$ cat src/sv/omni_wheel_joystick_mixer_defines.svh
// ----------------------------------------------------------------------------
// omni_wheel_joystick_mixer_defines
// Assertion macros shared by the mixer RTL.
// ----------------------------------------------------------------------------
`ifndef OMNI_WHEEL_JOYSTICK_MIXER_DEFINES_SVH
`define OMNI_WHEEL_JOYSTICK_MIXER_DEFINES_SVH

// same-cycle implication
`define OWJM_ASSERT_IMP(lbl, clk, rstn, ante, cons) \
    lbl: assert property (@(posedge clk) disable iff (!rstn) (ante) |-> (cons)) \
        else $error("owjm assertion failed");

// next-cycle implication
`define OWJM_ASSERT_NXT(lbl, clk, rstn, ante, cons) \
    lbl: assert property (@(posedge clk) disable iff (!rstn) (ante) |=> (cons)) \
        else $error("owjm assertion failed");

`endif

$ cat src/sv/owjm_pkg.sv
// ----------------------------------------------------------------------------
// owjm_pkg
// Types and constants of the omni wheel joystick mixer.
// ----------------------------------------------------------------------------
package owjm_pkg;

    localparam int unsigned VW = 19;   // CORDIC stick vector
    localparam int unsigned RW = 34;   // Q2.30 rotation vector
    localparam int unsigned BW = 18;   // multiplier second operand
    localparam int unsigned PW = RW + BW;
    localparam int unsigned QW = 20;   // truncated quotient

    localparam logic signed [RW-1:0] ONE_Q30      = 34'sd1073741824;
    localparam logic signed [RW-1:0] INV_GAIN_Q30 = 34'sd652032874;
    localparam logic signed [BW-1:0] INV_SQRT2_Q15 = 18'sd23170;
    localparam logic signed [17:0]   TRIG_MIN      = 18'sd19661;

    typedef logic [1:0] t_sh;
    localparam t_sh SH_Q30 = 2'd0;
    localparam t_sh SH_Q16 = 2'd1;
    localparam t_sh SH_Q15 = 2'd2;

    typedef struct packed {
        logic       vld;
        logic [3:0] tag;
        t_sh        sh;
    } t_mul_req;

    typedef struct packed {
        logic       vld;
        logic [3:0] tag;
    } t_mul_rsp;

    typedef struct packed {
        logic done;
        logic flip;
    } t_cordic_stat;

endpackage

$ cat src/sv/owjm_cordic.sv
// ----------------------------------------------------------------------------
// owjm_cordic
// Iterative vectoring CORDIC, one micro-rotation per cycle; yields cos/sin
// of the stick angle in Q2.30 (before the pi flip, reported in status).
// ----------------------------------------------------------------------------
module owjm_cordic #(
    parameter int CORDIC_STEPS = 16
) (
    input  logic                               i_clk,
    input  logic                               i_rst_n,
    input  logic                               i_start,
    input  logic signed [16:0]                 i_x,
    input  logic signed [16:0]                 i_y,
    output logic signed [owjm_pkg::RW-1:0]     o_c,
    output logic signed [owjm_pkg::RW-1:0]     o_s,
    output owjm_pkg::t_cordic_stat             o_stat
);
    localparam int IW = $clog2(CORDIC_STEPS);

    logic signed [owjm_pkg::VW-1:0] r_vx, r_vy;
    logic signed [owjm_pkg::RW-1:0] r_rx, r_ry;
    logic [IW-1:0]                  r_i;
    logic                           r_busy, r_done, r_flip;

    logic signed [owjm_pkg::VW-1:0] w_x0, w_y0, w_dvx, w_dvy;
    logic signed [owjm_pkg::RW-1:0] w_erx, w_ery;
    logic                           w_zero, w_neg;

    always_comb begin
        w_zero = (i_x == 17'sd0) && (i_y == 17'sd0);
        w_neg  = i_x[16];
        w_x0   = w_neg ? -(owjm_pkg::VW)'(i_x) : (owjm_pkg::VW)'(i_x);
        w_y0   = w_neg ? -(owjm_pkg::VW)'(i_y) : (owjm_pkg::VW)'(i_y);
        w_dvx  = r_vy >>> r_i;
        w_dvy  = r_vx >>> r_i;
        w_erx  = r_ry >>> r_i;
        w_ery  = r_rx >>> r_i;
    end

    always_ff @(posedge i_clk) begin
        if (!i_rst_n) begin
            r_busy <= 1'b0;
            r_done <= 1'b0;
            r_flip <= 1'b0;
            r_i    <= '0;
        end else begin
            r_done <= 1'b0;
            if (i_start) begin
                r_i <= '0;
                if (w_zero) begin
                    r_rx   <= owjm_pkg::ONE_Q30;
                    r_ry   <= '0;
                    r_flip <= 1'b0;
                    r_done <= 1'b1;
                end else begin
                    r_vx   <= w_x0;
                    r_vy   <= w_y0;
                    r_rx   <= owjm_pkg::INV_GAIN_Q30;
                    r_ry   <= '0;
                    r_flip <= w_neg;
                    r_busy <= 1'b1;
                end
            end else if (r_busy) begin
                if (!r_vy[owjm_pkg::VW-1]) begin
                    r_vx <= r_vx + w_dvx;
                    r_vy <= r_vy - w_dvy;
                    r_rx <= r_rx - w_erx;
                    r_ry <= r_ry + w_ery;
                end else begin
                    r_vx <= r_vx - w_dvx;
                    r_vy <= r_vy + w_dvy;
                    r_rx <= r_rx + w_erx;
                    r_ry <= r_ry - w_ery;
                end
                if (r_i == IW'(CORDIC_STEPS - 1)) begin
                    r_busy <= 1'b0;
                    r_done <= 1'b1;
                end else begin
                    r_i <= r_i + 1'b1;
                end
            end
        end
    end

    assign o_c         = r_rx;
    assign o_s         = r_ry;
    assign o_stat.done = r_done;
    assign o_stat.flip = r_flip;

endmodule

$ cat src/sv/owjm_mul.sv
// ----------------------------------------------------------------------------
// owjm_mul
// Shared signed multiplier with registered product and a truncating
// (toward zero) right shift by 30, 16 or 15.
// ----------------------------------------------------------------------------
module owjm_mul (
    input  logic                               i_clk,
    input  logic                               i_rst_n,
    input  owjm_pkg::t_mul_req                 i_req,
    input  logic signed [owjm_pkg::RW-1:0]     i_a,
    input  logic signed [owjm_pkg::BW-1:0]     i_b,
    output owjm_pkg::t_mul_rsp                 o_rsp,
    output logic signed [owjm_pkg::QW-1:0]     o_q
);
    logic signed [owjm_pkg::PW-1:0] r_prod;
    owjm_pkg::t_sh                  r_sh;
    logic                           r_vld;
    logic [3:0]                     r_tag;

    logic signed [owjm_pkg::PW-1:0] w_bias, w_sum, w_shf;

    always_ff @(posedge i_clk) begin
        if (!i_rst_n) begin
            r_vld <= 1'b0;
        end else begin
            r_vld <= i_req.vld;
        end
        r_prod <= i_a * i_b;
        r_sh   <= i_req.sh;
        r_tag  <= i_req.tag;
    end

    always_comb begin
        unique case (r_sh)
            owjm_pkg::SH_Q30: w_bias = (owjm_pkg::PW)'((64'd1 << 30) - 64'd1);
            owjm_pkg::SH_Q16: w_bias = (owjm_pkg::PW)'((64'd1 << 16) - 64'd1);
            owjm_pkg::SH_Q15: w_bias = (owjm_pkg::PW)'((64'd1 << 15) - 64'd1);
            default:          w_bias = '0;
        endcase
        w_sum = r_prod + (r_prod[owjm_pkg::PW-1] ? w_bias : '0);
        unique case (r_sh)
            owjm_pkg::SH_Q30: w_shf = w_sum >>> 30;
            owjm_pkg::SH_Q16: w_shf = w_sum >>> 16;
            owjm_pkg::SH_Q15: w_shf = w_sum >>> 15;
            default:          w_shf = w_sum;
        endcase
    end

    assign o_q       = w_shf[owjm_pkg::QW-1:0];
    assign o_rsp.vld = r_vld;
    assign o_rsp.tag = r_tag;

endmodule

$ cat src/sv/omni_wheel_joystick_mixer.sv
// ----------------------------------------------------------------------------
// omni_wheel_joystick_mixer
// Four-wheel omni drive mixer: one gamepad sample in, four wheel duties out.
//
//  channel   dir  handshake                      payload
//  s_axis    in   s_axis_tvalid/s_axis_tready    sticks, trigger, buttons
//  m_axis    out  m_axis_tvalid/m_axis_tready    four wheel duties
//  cfg       in   i_cfg_we                       duty_scale, yaw_speed, dead_zone
//
// Trigger sample: the CORDIC loop (skipped with a centred stick), then
// twelve beats through the shared multiplier.
// Other samples: four duty beats through the shared multiplier.
// s_axis_tready is high only while the sequencer is idle.
// A finished result waits in the output register; the next sample is taken
// meanwhile and its result waits until that register is free.
// Reset (synchronous, active low) restores config defaults, zero wheel speeds.
// ----------------------------------------------------------------------------
`include "omni_wheel_joystick_mixer_defines.svh"

module omni_wheel_joystick_mixer #(
    parameter int CORDIC_STEPS = 16
) (
    input  logic        i_clk,
    input  logic        i_rst_n,
    input  logic        s_axis_tvalid,
    output logic        s_axis_tready,
    // lsb up: left_stick_x[16], left_stick_y[16], right_stick_x[16],
    // right_stick_y[16], trigger_axis[16], yaw_left_button, yaw_right_button,
    // 6 zero bits
    input  logic [87:0] s_axis_tdata,
    output logic        m_axis_tvalid,
    input  logic        m_axis_tready,
    // lsb up: wheel_one_duty[11], wheel_two_duty[11], wheel_three_duty[11],
    // wheel_four_duty[11], 4 zero bits
    output logic [47:0] m_axis_tdata,
    input  logic        i_cfg_we,
    input  logic [1:0]  i_cfg_idx,
    input  logic [14:0] i_cfg_data
);
    localparam logic [2:0] S_IDLE = 3'd0;
    localparam logic [2:0] S_CORD = 3'd1;
    localparam logic [2:0] S_SUM  = 3'd2;
    localparam logic [2:0] S_MUL  = 3'd3;
    localparam logic [2:0] S_OUT  = 3'd4;

    localparam logic [1:0] CFG_DUTY = 2'd0;
    localparam logic [1:0] CFG_YAW  = 2'd1;
    localparam logic [1:0] CFG_DZ   = 2'd2;

    localparam logic [3:0] OP_P0   = 4'd0;
    localparam logic [3:0] OP_D0   = 4'd8;
    localparam logic [3:0] OP_LAST = 4'd11;
    localparam logic [3:0] OP_END  = 4'd12;

    localparam logic [1:0] GRP_P = 2'd0;
    localparam logic [1:0] GRP_V = 2'd1;
    localparam logic [1:0] GRP_D = 2'd2;

    logic [2:0]  r_state, n_state;
    logic [3:0]  r_k, n_k;
    logic [9:0]  r_ds;
    logic [14:0] r_yaw, r_dz;
    logic signed [17:0] r_m;
    logic signed [owjm_pkg::RW-1:0] r_sum, r_dif;
    logic signed [15:0] r_ws   [4];
    logic signed [17:0] r_p    [4];
    logic signed [10:0] r_duty [4];
    logic [43:0] r_odata;
    logic        r_ovalid;

    logic        w_acc, w_trig, w_yr, w_yl, w_dead, w_load;
    logic signed [16:0] w_lx, w_ly, w_rx, w_ry, w_dzs;
    logic signed [16:0] w_alx, w_aly, w_arx, w_ary;
    logic signed [17:0] w_m;
    logic signed [15:0] w_yaw;
    logic signed [owjm_pkg::RW-1:0] w_c, w_s, w_a;
    logic signed [owjm_pkg::BW-1:0] w_b;
    owjm_pkg::t_cordic_stat w_cst;
    owjm_pkg::t_mul_req     w_req;
    owjm_pkg::t_mul_rsp     w_rsp;
    logic signed [owjm_pkg::QW-1:0] w_q;
    logic signed [15:0] w_sat;
    logic [1:0]  w_w;
    logic        w_nb;

    // input decode
    always_comb begin
        w_lx  = 17'sd0 - {s_axis_tdata[15], s_axis_tdata[15:0]};
        w_ly  = {s_axis_tdata[31], s_axis_tdata[31:16]};
        w_rx  = 17'sd0 - {s_axis_tdata[47], s_axis_tdata[47:32]};
        w_ry  = {s_axis_tdata[63], s_axis_tdata[63:48]};
        w_m   = 18'sd32768 - {{2{s_axis_tdata[79]}}, s_axis_tdata[79:64]};
        w_dzs = {2'b00, r_dz};
        w_alx = w_lx[16] ? -w_lx : w_lx;
        w_aly = w_ly[16] ? -w_ly : w_ly;
        w_arx = w_rx[16] ? -w_rx : w_rx;
        w_ary = w_ry[16] ? -w_ry : w_ry;
        w_trig = w_m >= owjm_pkg::TRIG_MIN;
        w_yr   = (w_rx >= w_dzs) || s_axis_tdata[81];
        w_yl   = (w_rx <= -w_dzs) || s_axis_tdata[80];
        w_dead = (w_alx <= w_dzs) && (w_aly <= w_dzs) &&
                 (w_arx <= w_dzs) && (w_ary <= w_dzs);
        w_yaw  = {1'b0, r_yaw};
    end

    assign s_axis_tready = (r_state == S_IDLE);
    assign w_acc         = s_axis_tvalid && s_axis_tready;

    owjm_cordic #(
        .CORDIC_STEPS(CORDIC_STEPS)
    ) u_cordic (
        .i_clk   (i_clk),
        .i_rst_n (i_rst_n),
        .i_start (w_acc && w_trig),
        .i_x     (w_lx),
        .i_y     (w_ly),
        .o_c     (w_c),
        .o_s     (w_s),
        .o_stat  (w_cst)
    );

    // operand select for the shared multiplier
    always_comb begin
        w_w     = r_k[1:0];
        w_nb    = ((w_w == 2'd0) || (w_w == 2'd3)) ^ w_cst.flip;
        w_req   = '0;
        w_a     = '0;
        w_b     = '0;
        w_req.vld = (r_state == S_MUL) && (r_k < OP_END);
        w_req.tag = r_k;
        unique case (r_k[3:2])
            GRP_P: begin
                w_a = w_w[0] ? r_dif : r_sum;
                w_b = w_nb ? -owjm_pkg::INV_SQRT2_Q15 : owjm_pkg::INV_SQRT2_Q15;
                w_req.sh = owjm_pkg::SH_Q30;
            end
            GRP_V: begin
                w_a = (owjm_pkg::RW)'(r_p[w_w]);
                w_b = r_m;
                w_req.sh = owjm_pkg::SH_Q16;
            end
            GRP_D: begin
                w_a = (owjm_pkg::RW)'(r_ws[w_w]);
                w_b = {8'b0, r_ds};
                w_req.sh = owjm_pkg::SH_Q15;
            end
            default: begin
                w_req.vld = 1'b0;
            end
        endcase
    end

    owjm_mul u_mul (
        .i_clk   (i_clk),
        .i_rst_n (i_rst_n),
        .i_req   (w_req),
        .i_a     (w_a),
        .i_b     (w_b),
        .o_rsp   (w_rsp),
        .o_q     (w_q)
    );

    always_comb begin
        if (w_q > 20'sd32767) begin
            w_sat = 16'sd32767;
        end else if (w_q < -20'sd32768) begin
            w_sat = -16'sd32768;
        end else begin
            w_sat = w_q[15:0];
        end
    end

    assign w_load = !r_ovalid || m_axis_tready;

    // sequencer
    always_comb begin
        n_state = r_state;
        n_k     = r_k;
        unique case (r_state)
            S_IDLE: begin
                if (w_acc) begin
                    n_state = w_trig ? S_CORD : S_MUL;
                    n_k     = w_trig ? OP_P0 : OP_D0;
                end
            end
            S_CORD: begin
                if (w_cst.done) n_state = S_SUM;
            end
            S_SUM: begin
                n_state = S_MUL;
            end
            S_MUL: begin
                if (r_k < OP_END) n_k = r_k + 4'd1;
                if (w_rsp.vld && (w_rsp.tag == OP_LAST)) n_state = S_OUT;
            end
            S_OUT: begin
                if (w_load) n_state = S_IDLE;
            end
            default: begin
                n_state = S_IDLE;
            end
        endcase
    end

    always_ff @(posedge i_clk) begin
        if (!i_rst_n) begin
            r_state  <= S_IDLE;
            r_k      <= OP_P0;
            r_ovalid <= 1'b0;
            r_ds     <= 10'd500;
            r_yaw    <= 15'd16384;
            r_dz     <= 15'd9830;
            for (int i = 0; i < 4; i++) r_ws[i] <= '0;
        end else begin
            r_state <= n_state;
            r_k     <= n_k;
            if (i_cfg_we) begin
                unique case (i_cfg_idx)
                    CFG_DUTY: r_ds  <= i_cfg_data[9:0];
                    CFG_YAW:  r_yaw <= i_cfg_data;
                    CFG_DZ:   r_dz  <= i_cfg_data;
                    default:  ;
                endcase
            end
            if (w_acc && !w_trig) begin
                for (int i = 0; i < 4; i++) begin
                    if (w_yr) begin
                        r_ws[i] <= -w_yaw;
                    end else if (w_yl) begin
                        r_ws[i] <= w_yaw;
                    end else if (w_dead) begin
                        r_ws[i] <= '0;
                    end
                end
            end
            if (w_rsp.vld && (w_rsp.tag[3:2] == GRP_V)) r_ws[w_rsp.tag[1:0]] <= w_sat;
            if ((r_state == S_OUT) && w_load) begin
                r_ovalid <= 1'b1;
            end else if (m_axis_tvalid && m_axis_tready) begin
                r_ovalid <= 1'b0;
            end
        end
    end

    // payload
    always_ff @(posedge i_clk) begin
        if (w_acc) r_m <= w_m;
        if (r_state == S_SUM) begin
            r_sum <= w_c + w_s;
            r_dif <= w_c - w_s;
        end
        if (w_rsp.vld && (w_rsp.tag[3:2] == GRP_P)) r_p[w_rsp.tag[1:0]] <= w_q[17:0];
        if (w_rsp.vld && (w_rsp.tag[3:2] == GRP_D)) r_duty[w_rsp.tag[1:0]] <= w_q[10:0];
        if ((r_state == S_OUT) && w_load) begin
            r_odata <= {r_duty[3], r_duty[2], r_duty[1], r_duty[0]};
        end
    end

    assign m_axis_tvalid = r_ovalid;
    assign m_axis_tdata  = {4'b0, r_odata};

    `OWJM_ASSERT_NXT(a_acc_busy, i_clk, i_rst_n, w_acc, r_state != S_IDLE)
    `OWJM_ASSERT_IMP(a_rsp_in_mul, i_clk, i_rst_n, w_rsp.vld, r_state == S_MUL)
    `OWJM_ASSERT_IMP(a_done_in_cord, i_clk, i_rst_n, w_cst.done, r_state == S_CORD)
    `OWJM_ASSERT_IMP(a_cord_k, i_clk, i_rst_n, r_state == S_CORD, r_k == OP_P0)

endmodule

$ cat config.mk
export PLATFORM = sky130hd
export DESIGN_NAME = omni_wheel_joystick_mixer
export DESIGN_NICKNAME = d
export VERILOG_FILES = /design/src/sv/owjm_pkg.sv /design/src/sv/owjm_cordic.sv /design/src/sv/owjm_mul.sv /design/src/sv/omni_wheel_joystick_mixer.sv
export VERILOG_INCLUDE_DIRS = /design/src /design/src/sv
export SDC_FILE = /design/constraint.sdc
export NUM_CORES = 2
export LEC_CHECK = 0
export BUFFER_PORTS_ARGS = -buffer_cell sky130_fd_sc_hd__buf_4
export CORE_ASPECT_RATIO = 1.75
export CORE_UTILIZATION = 70
export CTS_CLUSTER_DIAMETER = 30
export DETAILED_ROUTE_END_ITERATION = 8
export PLACE_DENSITY_LB_ADDON = 0.08
export SYNTH_ARGS = -nofsm -noshare
export SYNTH_HDL_FRONTEND = slang
export SYNTH_SLANG_ARGS = --single-unit
$ cat constraint.sdc
create_clock -name i_clk -period 17.6 [get_ports i_clk]
set_input_delay 2.64 -clock i_clk [delete_from_list [all_inputs] [get_ports i_clk]]
set_output_delay 2.64 -clock i_clk [all_outputs]
set_load 0.005 [all_outputs]
==> summary.txt <==
Timing
  – Hold_ws: 409 ps
  – Least-Margin Pin Slew: 1320 ps
  – Worst slew margin: 11.7%
  – Fin crit share: 63.7%
  – Max Clk Rate: 89.2 MHz
  – Slew Limit Fails: 0
  – Final Hold Vio Count: 0
  – RSZ-0062 raised after global routing: no
  – Final Skew: 81.1 ps
  – Final setup fails: 0
  – Crit path time final: 11210 ps
  – Final TNS setup: 0 ps

Logic synthesis
  – Post-synthesis mux area share: 8.74%
  – Synth cell count leaders: inv_1 (872), nand2_1 (720), nor2_1 (660), fa_1 (592), ha_1 (430)
  – Top-count cell post-synth: inv_1
  – Post-synthesis register bit count: 529
  – Xor-xnor portion of the synthesized cell area: 6.01%
  – Post-synthesis adder-cell area fraction: 27.4%
  – Largest cells by area after synthesis: edfxtp_1 (20%), fa_1 (19%), ha_1 (8.6%)
  – Cells after synthesis: 6765
  – Synthesized cell area: 0.0628 mm2
  – Yosys cell types: 89
  – Largest family of logic cells by synthesized area: adder cells
  – Synth warnings: 0
  – Sequential fraction of the synthesis area: 23.4%
  – Area share of the largest cell type after synthesis: 19.8%
  – Compound-Gate Fraction of Synth Area: 12.7%
  – Post-synth EDFFs: 414
  – Syn Area/Cell: 9.29 um2
  – Simple-gate portion of the synthesized area: 14.6%
  – Largest area contributor in the netlist: edfxtp_1
  – FFs w/ async S/R, synth: 0%
  – Primary FF master, synth: edfxtp_1

Clock tree
  – PostCTS Resize Cnt: 0
  – TritonCTS buffer count: 82
  – Root Driver: clkbuf_16
  – CTS clk-pin slew, worst paths: 70 ps
  – CTS tree: built
  – CTS max path bufs: 3
  – Clk sink count: 529
  – H-tree Lvls: 3
  – Postcts setup bufs: 0
  – CTS Hold Bufs: 0
  – Worst skew pair latency: 740 ps

Drt
  – 1st-iter DRT viols: 4346
  – Total wire length: 194000 um
  – Vias: 52.4k
  – DRC Markers: 0
  – DR pass1 iterations: 6
  – WL/cell: 24.0 um
  – Post-DRT Antenna Nets: 0
  – DR vias/cell: 6.51

Worst setup path
  – Top cell by count, worst path: fa_1
  – Slowest stage cell, crit path: a221o_1
  – CP max FO: 31
  – CP startpoint kind: flip-flop
  – Crit end category: flip-flop
  – WS Path Type: reg2reg
  – WP data arrival: 11750 ps
  – CP required: 18140 ps
  – Slowest stage delay, CP: 1060 ps

Die
  – Initial Utilization: 70.5%
  – Core area: 0.0891 mm2
  – Die height: 398 um
  – Num rows: 145
  – Io pins: 160
  – Die ar.: 0.0910 mm2
  – Die X: 229 um

Place
  – Placed Cells incl. Taps: 7904
  – PortBufs: 149
  – Hpwl dp: 147000 um
  – Routability cong.: 0.994

Final layout
  – Final Non-Filler Cells: 8058
  – Final #Nets: 7944
  – Area delta synth->final: 8.56%
  – Layout cells sized above 1: 9.88%

Global route
  – Grt ovf: 0
  – Initial antenna violation count: 11
  – GRT Total Usage: 42.7%
  – Maximum number of pins on one net before global-route repair: 81
  – First-pass GRT wire length: 295000 um
  – Vias in the first global route: 54.2k

Status
  – Outcome: complete, no violations

Worst hold path
  – Worst Hold Class: reg2reg

Run
  – Max_cap viols: 0
[worst paths after layout]
check             cells past startpoint               end    from  slack, ps
hold / removal                        0    u_mul.r_tag[1]  r_k[1]        410
setup / recovery                     29  u_mul.r_prod[48]  r_k[1]       6390
hold reg to reg                       0    u_mul.r_tag[1]  r_k[1]        410
setup reg to reg                     29  u_mul.r_prod[48]  r_k[1]       6390
[registers in the layout (all words and copies together), names as in the netlist, 15 cells and up, named ones only]
signal and cells:
u_cordic.o_s 34, r_sum 34, r_duty 44, m_axis_tdata 44, u_cordic.r_vy 19, r_m 17
r_yaw 15, r_dz 15, r_ws 64, u_cordic.r_vx 19, u_mul.r_prod 51, r_dif 33
u_cordic.o_c 34, r_p 72
[logic make-up after synthesis]
kind of cell	after synthesis
AND/OR/NAND/NOR	2024
AO/OA/AOI/OAI	1243
buffers and inverters	1165
adder cells (fa/ha/maj)	1022
flip-flops	529
XOR/XNOR	431
multiplexers	350
other	1
[layout make-up]
type,instances,area (um2)
antenna,2,5.00
sequential,529,14700
timing repair buffer,249,1870
inverter,876,3290
multi-input combinational,5074,43800
clock buffer,86,2090
tap,1176,1470
fill,6250,20900
clock inverter,66,936
[worst max-delay path: cells and delay by family (launching register included)]
kind            cells  cell delay (ps)
flops               1              390
simple gates        5              960
fa+ha+maj           8             3200
xor+xnor            1              200
compound gates      9             4990
buf+inv             6             1240
[routing by layer]
metal  up-vias  part of all wire [%]  track usage, %
li1      23200                     -               -
met1     25500                    32            43.2
met2      2682                    50            74.6
met3      1003                   7.5            7.72
met4        18                    11            39.5
met5         -                 0.067               0
[cell usage in the layout (no fill, tap or decap), types with 108 or more instances in the layout]
cell type and count:
ha_1 430, mux2i_1 141, o21ai_0 262, mux4_2 140
a21oi_1 328, xor2_1 151, fa_1 592, edfxtp_1 414
dfxtp_1 108, inv_1 872, nor2_1 656, xnor2_1 280
buf_4 249, nand2_1 718
[through the flow]
step                util [%]  setup WS, ps  area [um2]
finish                  76.6          6390       68200
global route            76.6          6270       68200
CTS                     76.6          7130       68200
detailed placement      73.2          7210       65200
global placement        73.2          7380       65200
floorplan                  -          8620       62900
Power is left out: the tool's default activity adds up to more than one toggle a clock period on the data nets, which glitch-free logic cannot reach.
